`config.mk`:
```
export PLATFORM = sky130hd
export DESIGN_NAME = position_keyed_pn_hash_unit
export DESIGN_NICKNAME = d
export VERILOG_FILES = /design/src/rtl/core/pkph_pkg.sv /design/src/rtl/core/position_keyed_pn_hash_unit.sv
export SDC_FILE = /design/constraint.sdc
export NUM_CORES = 1
export LEC_CHECK = 0
export BUFFER_PORTS_ARGS = -buffer_cell sky130_fd_sc_hd__buf_2
export CAP_MARGIN = 10
export CORE_MARGIN = 2
export CORE_UTILIZATION = 58
export CTS_CLUSTER_DIAMETER = 120
export DETAILED_ROUTE_END_ITERATION = 12
export PLACE_DENSITY = 0.79
export SLEW_MARGIN = 0
export SYNTH_ARGS = -nofsm -noshare
export SYNTH_HDL_FRONTEND = slang
export SYNTH_SLANG_ARGS = --single-unit
```
`constraint.sdc`:
```
create_clock -name clock -period 6.3 [get_ports clock]
set_input_delay 0.945 -clock clock [delete_from_list [all_inputs] [get_ports clock]]
set_output_delay 0.945 -clock clock [all_outputs]
set_load 0.03 [all_outputs]
```
`src/rtl/core/pkph_pkg.sv`:
```
// types, constants and tables for the position keyed pseudonoise hash
// no dependencies; the constant tables are built at elaboration

package pkph_pkg;

   localparam int unsigned PN_WIDTH    = 13;
   localparam int unsigned WORD_WIDTH  = 32;
   localparam int unsigned COORD_WIDTH = 16;
   localparam int unsigned SUM_WIDTH   = 24;

   typedef logic [PN_WIDTH-1:0]    pn_type;
   typedef logic [WORD_WIDTH-1:0]  word_type;
   typedef logic [COORD_WIDTH-1:0] coord_type;

   localparam logic [PN_WIDTH:0]   PN_POLY     = 14'h2b85;
   localparam pn_type              PN_PERIOD   = 13'd8191;
   localparam int unsigned         PN_STRIDE   = 256;
   localparam logic [SUM_WIDTH-1:0] Y_WEIGHT   = 24'd90;
   // smallest multiple of the period that keeps x + 90*y nonnegative
   localparam logic [SUM_WIDTH-1:0] POS_BIAS   = 24'd2989715;

   // column k of table row i is x^(2^i + k) mod poly
   typedef logic [PN_WIDTH-1:0][PN_WIDTH-1:0][PN_WIDTH-1:0] pow_cols_type;
   // entry b is x^(-256*b) mod poly
   typedef logic [WORD_WIDTH-1:0][PN_WIDTH-1:0] bit_wt_type;

   function automatic pn_type gf_mul(pn_type a, pn_type b);
      logic [PN_WIDTH:0] r;
      r = '0;
      for (int i = PN_WIDTH - 1; i >= 0; i--) begin
         r = {r[PN_WIDTH-1:0], 1'b0};
         if (r[PN_WIDTH]) begin
            r = r ^ PN_POLY;
         end
         if (b[i]) begin
            r = r ^ {1'b0, a};
         end
      end
      return r[PN_WIDTH-1:0];
   endfunction

   function automatic pn_type pn_state(pn_type k);
      pn_type r;
      pn_type base;
      r    = 13'd1;
      base = 13'd2;
      for (int i = 0; i < PN_WIDTH; i++) begin
         if (k[i]) begin
            r = gf_mul(r, base);
         end
         base = gf_mul(base, base);
      end
      return r;
   endfunction

   function automatic pow_cols_type build_pow_cols();
      pow_cols_type t;
      for (int i = 0; i < PN_WIDTH; i++) begin
         for (int k = 0; k < PN_WIDTH; k++) begin
            t[i][k] = pn_state(PN_WIDTH'((1 << i) + k));
         end
      end
      return t;
   endfunction

   function automatic bit_wt_type build_bit_wts();
      bit_wt_type t;
      for (int b = 0; b < WORD_WIDTH; b++) begin
         if (b == 0) begin
            t[b] = pn_state('0);
         end else begin
            t[b] = pn_state(PN_WIDTH'(int'(PN_PERIOD) - int'(PN_STRIDE) * b));
         end
      end
      return t;
   endfunction

   localparam pow_cols_type POW_COLS = build_pow_cols();
   localparam bit_wt_type   BIT_WTS  = build_bit_wts();

   // a * x^(2^i): linear map, xor of the selected table columns
   function automatic pn_type mul_pow2(pn_type a, int unsigned i);
      pn_type r;
      r = '0;
      for (int k = 0; k < PN_WIDTH; k++) begin
         if (a[k]) begin
            r = r ^ POW_COLS[i][k];
         end
      end
      return r;
   endfunction

endpackage

```
`src/rtl/core/position_keyed_pn_hash_unit.sv`:
```
// position keyed pseudonoise hash, five stage pipeline
// depends on pkph_pkg for the field types, constants and lfsr tables
//
//   channel   direction   handshake            payload
//   req       in          req_valid/req_ready  req_data_word, req_pos_x, req_pos_y
//   rsp       out         rsp_valid/rsp_ready  rsp_check_value
//
// one request per cycle when rsp_ready stays high; each response leaves the last of
// the five register stages below
// the result is x^p times the xor of per-bit weights x^(-256*b), with
// p = (x + 90*y) mod 8191; the exponentiation is split over three stages
// reset clears the stage valid bits only; payload registers hold no reset
// a stall holds each full stage and lets empty stages behind it fill up

module position_keyed_pn_hash_unit (
   input  logic                clock,
   input  logic                reset,
   input  logic                req_valid,
   output logic                req_ready,
   input  pkph_pkg::word_type  req_data_word,
   input  pkph_pkg::coord_type req_pos_x,
   input  pkph_pkg::coord_type req_pos_y,
   output logic                rsp_valid,
   input  logic                rsp_ready,
   output pkph_pkg::pn_type    rsp_check_value
);
   import pkph_pkg::*;

   localparam int unsigned NUM_STAGES = 5;

   // stage valid bits and per-stage advance
   logic [NUM_STAGES-1:0] vld_ff, vld_in;
   logic [NUM_STAGES-1:0] move;

   // stage 1: biased position sum and word weight
   logic [SUM_WIDTH-2:0] sum_ff, sum_in;
   pn_type               wt_ff, wt_in;
   // stage 2: position reduced mod the period
   pn_type               p2_ff, p2_in;
   pn_type               acc2_ff, acc2_in;
   // stages 3 to 5: exponent bits applied a group at a time
   pn_type               p3_ff, p4_ff;
   pn_type               acc3_ff, acc3_in;
   pn_type               acc4_ff, acc4_in;
   pn_type               acc5_ff, acc5_in;

   logic signed [SUM_WIDTH-1:0] sx, sy, ssum;
   logic [PN_WIDTH:0]           fold1;
   pn_type                      fold2;

   // a stage takes new data when empty or when the stage after it moves
   always_comb begin
      move[NUM_STAGES-1] = !vld_ff[NUM_STAGES-1] || rsp_ready;
      for (int k = NUM_STAGES - 2; k >= 0; k--) begin
         move[k] = !vld_ff[k] || move[k+1];
      end
   end

   assign req_ready = move[0];

   always_comb begin
      vld_in[0] = req_valid;
      for (int k = 1; k < NUM_STAGES; k++) begin
         vld_in[k] = vld_ff[k-1];
      end
   end

   // stage 1 logic: x + 90*y + bias is always in 0..2^23-1
   always_comb begin
      sx     = SUM_WIDTH'(signed'(req_pos_x));
      sy     = SUM_WIDTH'(signed'(req_pos_y));
      ssum   = sx + sy * signed'(Y_WEIGHT) + signed'(POS_BIAS);
      sum_in = ssum[SUM_WIDTH-2:0];
      wt_in  = '0;
      for (int b = 0; b < WORD_WIDTH; b++) begin
         if (req_data_word[b]) begin
            wt_in = wt_in ^ BIT_WTS[b];
         end
      end
   end

   // stage 2 logic: 2^13 is 1 mod 8191, so fold the high part onto the low
   always_comb begin
      fold1   = (PN_WIDTH+1)'(sum_ff[SUM_WIDTH-2:PN_WIDTH]) + {1'b0, sum_ff[PN_WIDTH-1:0]};
      fold2   = fold1[PN_WIDTH-1:0] + PN_WIDTH'(fold1[PN_WIDTH]);
      p2_in   = (fold2 == PN_PERIOD) ? '0 : fold2;
      acc2_in = wt_ff;
   end

   // stages 3 to 5: multiply by x^(2^i) for every set exponent bit
   always_comb begin
      acc3_in = acc2_ff;
      for (int i = 0; i < 4; i++) begin
         if (p2_ff[i]) begin
            acc3_in = mul_pow2(acc3_in, i);
         end
      end
      acc4_in = acc3_ff;
      for (int i = 4; i < 8; i++) begin
         if (p3_ff[i]) begin
            acc4_in = mul_pow2(acc4_in, i);
         end
      end
      acc5_in = acc4_ff;
      for (int i = 8; i < PN_WIDTH; i++) begin
         if (p4_ff[i]) begin
            acc5_in = mul_pow2(acc5_in, i);
         end
      end
   end

   always_ff @(posedge clock) begin
      if (reset) begin
         vld_ff <= '0;
      end else begin
         for (int k = 0; k < NUM_STAGES; k++) begin
            if (move[k]) begin
               vld_ff[k] <= vld_in[k];
            end
         end
      end
   end

   always_ff @(posedge clock) begin
      if (move[0]) begin
         sum_ff <= sum_in;
         wt_ff  <= wt_in;
      end
      if (move[1]) begin
         p2_ff   <= p2_in;
         acc2_ff <= acc2_in;
      end
      if (move[2]) begin
         p3_ff   <= p2_ff;
         acc3_ff <= acc3_in;
      end
      if (move[3]) begin
         p4_ff   <= p3_ff;
         acc4_ff <= acc4_in;
      end
      if (move[4]) begin
         acc5_ff <= acc5_in;
      end
   end

   assign rsp_valid       = vld_ff[NUM_STAGES-1];
   assign rsp_check_value = acc5_ff;

endmodule

```
==> flow_summary.toml, run 1 <==
[outcome]
outcome = "finished, final reports clean"

[detailed_routing]
drt_iter0_markers = 627
viasPerCell = 5.14
firstDrtPassIters = 5
dr_total_vias = 10924
drc = 0
post_drt_wl_per_cell_um = 14.8
ant_nets = 0
routed_wl_mm = 31.4

[clocking]
clk_latency_ns = 0.42
cts-root-buf = "clkbuf_16"
cts_sinks = 120
htreeDepth = 4
path_clk_slew_ns = 0.07
clockBufferDepth = 2
cts_tree = "done"
hold_buffers = 0
cts_buffers = 17

[timing]
finalMaxSlewViolations = 0
skew_ns = 0.0122
slew_headroom_pct = 31.8
grt_setup_unrepaired = "true"
max_freq_ghz = 0.163
period_needed_ns = 6.14
tns_ns = 0
min_period_over_period_pct = 97.5
hold_viol = 0
worstMarginPinSlew_ns = 1.02
setup_violations = 0

[cells_and_area]
layout_common_cells = "xnor2_1, xor2_1, inv_1"
drive_gt1_share_pct = 19.4
register_area_um2 = 3550
fin_cells = 2126
multiInputGateArea_um2 = 11500
final_area_um2 = 18200
diodes = 0
fin_nets = 1975
syn_to_final_growth_pct = 16.1
nFillCells = 1980
layout_commonest_cell = "xnor2_1"

[synth]
yosys_warnings = 0
async_flop_share_pct = 0
synthDistinctLibCells = 52
syn_avg_cell_area_um2 = 9.99
syn_inst = 1570
syn-num-nets = 1773
synth_seq_cells = 120
synth.yosys.seq_area_share_pct = 22.7
syn_area_um2 = 15700
synth-main-ff-cell = "edfxtp_1"
synth_edf_count = 115

[worst_setup_path]
crit_type = "reg2reg"
arrival_ns = 6.30
crit_fanout = 6
crit_path_start_kind = "flip-flop"
critical_path_required_ns = 6.46
cp-end-kind = "flip-flop"

[placed_design]
place_inst = 2067
gp_congestion = 0.881
portBuffers = 82
placedInstanceArea_um2 = 17200
hpwl_mm = 25.1

[job]
maxCapViolations = 0

[floorplan]
fp.dieW_um = 168
die_h_um = 168
dieArea_um2 = 28400
start_util_pct = 58.7
core-area_um2 = 26700
pin_count = 83
core.rowCount = 60

[global_routing]
overflow = 0
grt_pass1_wl_mm = 52.6
grtUsageTotal_pct = 22.6
grt_max_degree = 39
grt_pass1_vias = 11274
antenna_found_initial = 0

[hold_path]
hp-class = "reg2reg"
[registers in the layout (all words and copies together), names as in the netlist]
| name | flops |
|---|---|
| acc2_ff | 13 |
| acc2_in | 13 |
| acc3_ff | 13 |
| acc4_ff | 13 |
| p2_ff | 13 |
| p3_ff | 9 |
| p4_ff | 5 |
| rsp_check_value | 13 |
| sum_ff | 23 |
| vld_ff | 5 |
[worst paths after layout]
check                   startpoint  cells past startpoint  slack (ns)                            to
max           acc4_ff[7]$_DFFE_PP_                     21        0.16  rsp_check_value[3]$_DFFE_PP_
min          acc2_in[12]$_DFFE_PP_                      0        0.42         acc2_ff[12]$_DFFE_PP_
max reg2reg   acc4_ff[7]$_DFFE_PP_                     21        0.16  rsp_check_value[3]$_DFFE_PP_
min reg2reg  acc2_in[12]$_DFFE_PP_                      0        0.42         acc2_ff[12]$_DFFE_PP_
[worst max-delay path, stage by stage (launching register included)]
cell and delay, ns:
edfxtp_1 0.39, xnor3_2 0.47, xnor3_2 0.45, mux2i_4 0.26, xnor2_4 0.16, xnor3_1 0.39, xnor3_2 0.41, xnor3_1 0.20
a21oi_2 0.20, xnor3_1 0.37, nor2b_4 0.17, xnor2_4 0.14, buf_6 0.18, xnor2_2 0.15, xnor3_1 0.47, mux2i_4 0.26
xnor2_4 0.19, xnor2_4 0.17, xnor3_2 0.40, xnor2_1 0.17, nand2_1 0.10, xnor2_1 0.17
[per-layer routing]
metal	global-route usage, %	vias to the layer above	share of wire [%]
li1	-	5506	-
met1	27.5	5193	43
met2	42.2	174	52
met3	2.45	51	2.5
met4	6.86	0	2.2
met5	0	-	0
[synthesized netlist by cell type, drive strengths merged (49+ instances only)]
master  number  area share [%]
xnor2      401              23
xor2       185              11
inv        156             3.7
edfxtp     115              22
nand2      108             2.6
ha         105             8.4
a21oi       78             2.8
nor2        70             1.7
o21ai       60             1.9
xnor3       55             7.9
mux2i       49             3.5
[repair_timing]
item,in CTS,in global routing
pin swaps,0,27
endpoints found under the hold margin,0,0
buffers inserted,0,27
setup endpoints to repair,5,13
gates resized for setup,7,44
[layout make-up]
type	instances	share of cell area, %
Tap cell	341	2.34
Multi-Input combinational cell	1242	63.2
Timing Repair Buffer	235	8.58
Clock inverter	15	0.859
Inverter	156	3.21
Clock buffer	17	2.34
Sequential cell	120	19.5
[through the flow]
| step | worst slack [ns] | util [%] | hold slack (ns) |
|---|---|---|---|
| after floorplan | 0.115 | - | 0.400 |
| after CTS | 0.00621 | 66.8 | 0.416 |
| after detailed placement | -0.436 | 64.5 | 0.405 |
| after global routing | -0.102 | 68.2 | 0.423 |
| final | 0.158 | 68.2 | 0.417 |
| after global placement | -0.170 | 64.5 | 0.401 |
[cell families after synthesis]
family	after synthesis	share of synthesized area [%]
flip-flops	120	22.7
multiplexers	60	4.40
adder cells (fa/ha/maj)	135	12.2
AO/OA/AOI/OAI	171	6.43
XOR/XNOR	648	42.9
AND/OR/NAND/NOR	228	6.25
buffers and inverters	208	5.18
Power of run 1 is left out: the tool's default activity adds up to more than one toggle a clock period on the data nets, which glitch-free logic cannot reach.
==> run 2, diff against run 1 <==
Settings changed: CORE_UTILIZATION 58 to 50, PLACE_DENSITY 0.79 to 0.7.
==> run 2 against run 1 <==
Global-route usage fell by 3.6 points; non-clock buffer count did not move; cell count grew 2.6%; die area is 16% higher; largest cell class unchanged; hold slack worse by 0.0051 ns; routed wire length down 3.5%; sequential cell count stayed put; sequential share of layout area down 0.16 points; final area grew 0.82%.
==> flow_summary.toml, run 2 (synthesis results as in run 1) <==
[floorplan]
fp.dieW_um = 181
die_h_um = 181
core.rowCount = 64
pin_count = 83
start_util_pct = 51.0
dieArea_um2 = 32800
core-area_um2 = 30700

[detailed_routing]
drt_iter0_markers = 444
drc = 0
viasPerCell = 4.87
post_drt_wl_per_cell_um = 13.9
ant_nets = 0
routed_wl_mm = 30.3
firstDrtPassIters = 5
dr_total_vias = 10622

[worst_setup_path]
crit_chain = "buf_4 > xor2_2 > mux2i_4 > xnor2_4 > xnor3_2 > xnor2_2 > xnor2_1 > a21oi_1 > xor2_1 > xnor3_1 > mux2i_2 > xor2_2 > xnor2_1 > xnor3_1 > xnor2_1 > a21oi_2 > buf_4 > xnor2_2 > xnor3_2 > xnor2_1 > nand2_1 > xnor2_1"
crit_path_start_kind = "flip-flop"
crit_type = "reg2reg"
slowest_delay_ns = 0.46
crit_fanout = 5
critical_path_required_ns = 6.46
critPathBufInv = 2
critPathMostFrequentCell = "xnor2_1"
cpLargestDelayFamily = "XOR/XNOR gates"
cp-end-kind = "flip-flop"
crit_slowest_cell = "xnor3_2"
arrival_ns = 6.22

[clocking]
cts_buffers = 17
cts-root-buf = "clkbuf_16"
clockBufferDepth = 2
htreeDepth = 4
cts_sinks = 120
hold_buffers = 0
cts_tree = "done"
path_clk_slew_ns = 0.06
clk_latency_ns = 0.42

[placed_design]
place_inst = 2126
gp_congestion = 0.920
placedInstanceArea_um2 = 17300
hpwl_mm = 24.9
portBuffers = 82
dp_slack_ns = -0.412

[timing]
setup_violations = 0
skew_ns = 0.0102
hold_viol = 0
worstMarginPinSlew_ns = 1.06
slew_headroom_pct = 29.3
finalMaxSlewViolations = 0
max_freq_ghz = 0.165
setup_ws_ns = 0.245
tns_ns = 0
min_period_over_period_pct = 96.1
period_needed_ns = 6.05

[cells_and_area]
largest_reg_flops = 23
layout_common_cells = "xnor2_1, xor2_1, inv_1"
nFillCells = 2627
fin_cells = 2181
diodes = 0
fin_nets = 1975
layout_commonest_cell = "xnor2_1"
final_area_um2 = 18400
drive_gt1_share_pct = 19.7
syn_to_final_growth_pct = 17.1
regMostFlops = "sum_ff"

[hold_path]
hp-class = "reg2reg"

[outcome]
outcome = "finished, final reports clean"

[global_routing]
grtUsageTotal_pct = 19.0
overflow = 0
grt_pass1_vias = 11034
grt_pass1_wl_mm = 51.9
grt_max_degree = 39
antenna_found_initial = 0

[job]
maxCapViolations = 0
==> run 2: cell types whose count changed in the layout (fill, tap and decap cells not counted), moves of 2 or more <==
cell	delta
inv_6	-5
xnor2_1	-4
xnor2_2	+4
clkinv_4	+3
o21ai_0	+3
o21ai_1	-3
a21oi_1	-2
a21oi_2	+2
bufinv_16	+2
clkinvlp_4	-2
xnor3_1	+2
xnor3_2	-2
xor2_1	-2
xor2_2	+2
==> run 2: final cells by class <==
cell class	count	area [µm²]	area share (%)
Tap cell	396	495	2.70
Clock inverter	15	188	1.02
Clock buffer	17	425	2.32
Inverter	156	586	3.19
Multi-Input combinational cell	1242	11600	62.9
Timing Repair Buffer	235	1560	8.51
Sequential cell	120	3550	19.3
==> run 2: through the flow <==
stage	util (%)	hold WS (ns)
final	59.7	0.412
after global routing	59.7	0.420
after CTS	58.4	0.411
after detailed placement	56.4	0.405
after global placement	56.4	0.400
after floorplan	-	0.400
==> run 2: repair_timing <==
item / in CTS / in global routing
resized for setup: 0 / 54
pin swaps: 1 / 31
buffers inserted: 0 / 23
setup endpoints to repair: 3 / 15
==> run 2: worst register-to-register path, delay by kind of cell, from the launching register on <==
| family | cells | cell delay [ns] |
|---|---|---|
| AND/OR/NAND/NOR | 1 | 0.08 |
| multiplexers | 2 | 0.55 |
| flip-flops | 1 | 0.45 |
| AO/OA/AOI/OAI | 2 | 0.46 |
| XOR/XNOR | 15 | 3.90 |
| buffers and inverters | 2 | 0.37 |
==> run 2: worst paths after layout <==
| check | start | cells past startpoint | slack [ns] | to |
|---|---|---|---|---|
| worst max-delay path | acc4_ff[1]$_DFFE_PP_ | 22 | 0.25 | rsp_check_value[3]$_DFFE_PP_ |
| worst min-delay path | acc2_in[1]$_DFFE_PP_ | 0 | 0.41 | acc2_ff[1]$_DFFE_PP_ |
| worst max register to register | acc4_ff[1]$_DFFE_PP_ | 22 | 0.25 | rsp_check_value[3]$_DFFE_PP_ |
| worst min register to register | acc2_in[1]$_DFFE_PP_ | 0 | 0.41 | acc2_ff[1]$_DFFE_PP_ |
==> run 2: per-layer routing <==
| layer | share of wire (%) | global-route usage [%] | up-vias |
|---|---|---|---|
| met3 | 2.5 | 1.85 | 22 |
| met5 | 0 | 0 | - |
| met4 | 1.3 | 4.46 | 0 |
| li1 | - | - | 5500 |
| met2 | 50 | 34.3 | 147 |
| met1 | 46 | 24.5 | 4953 |
Power of run 2 is left out for the same reason.
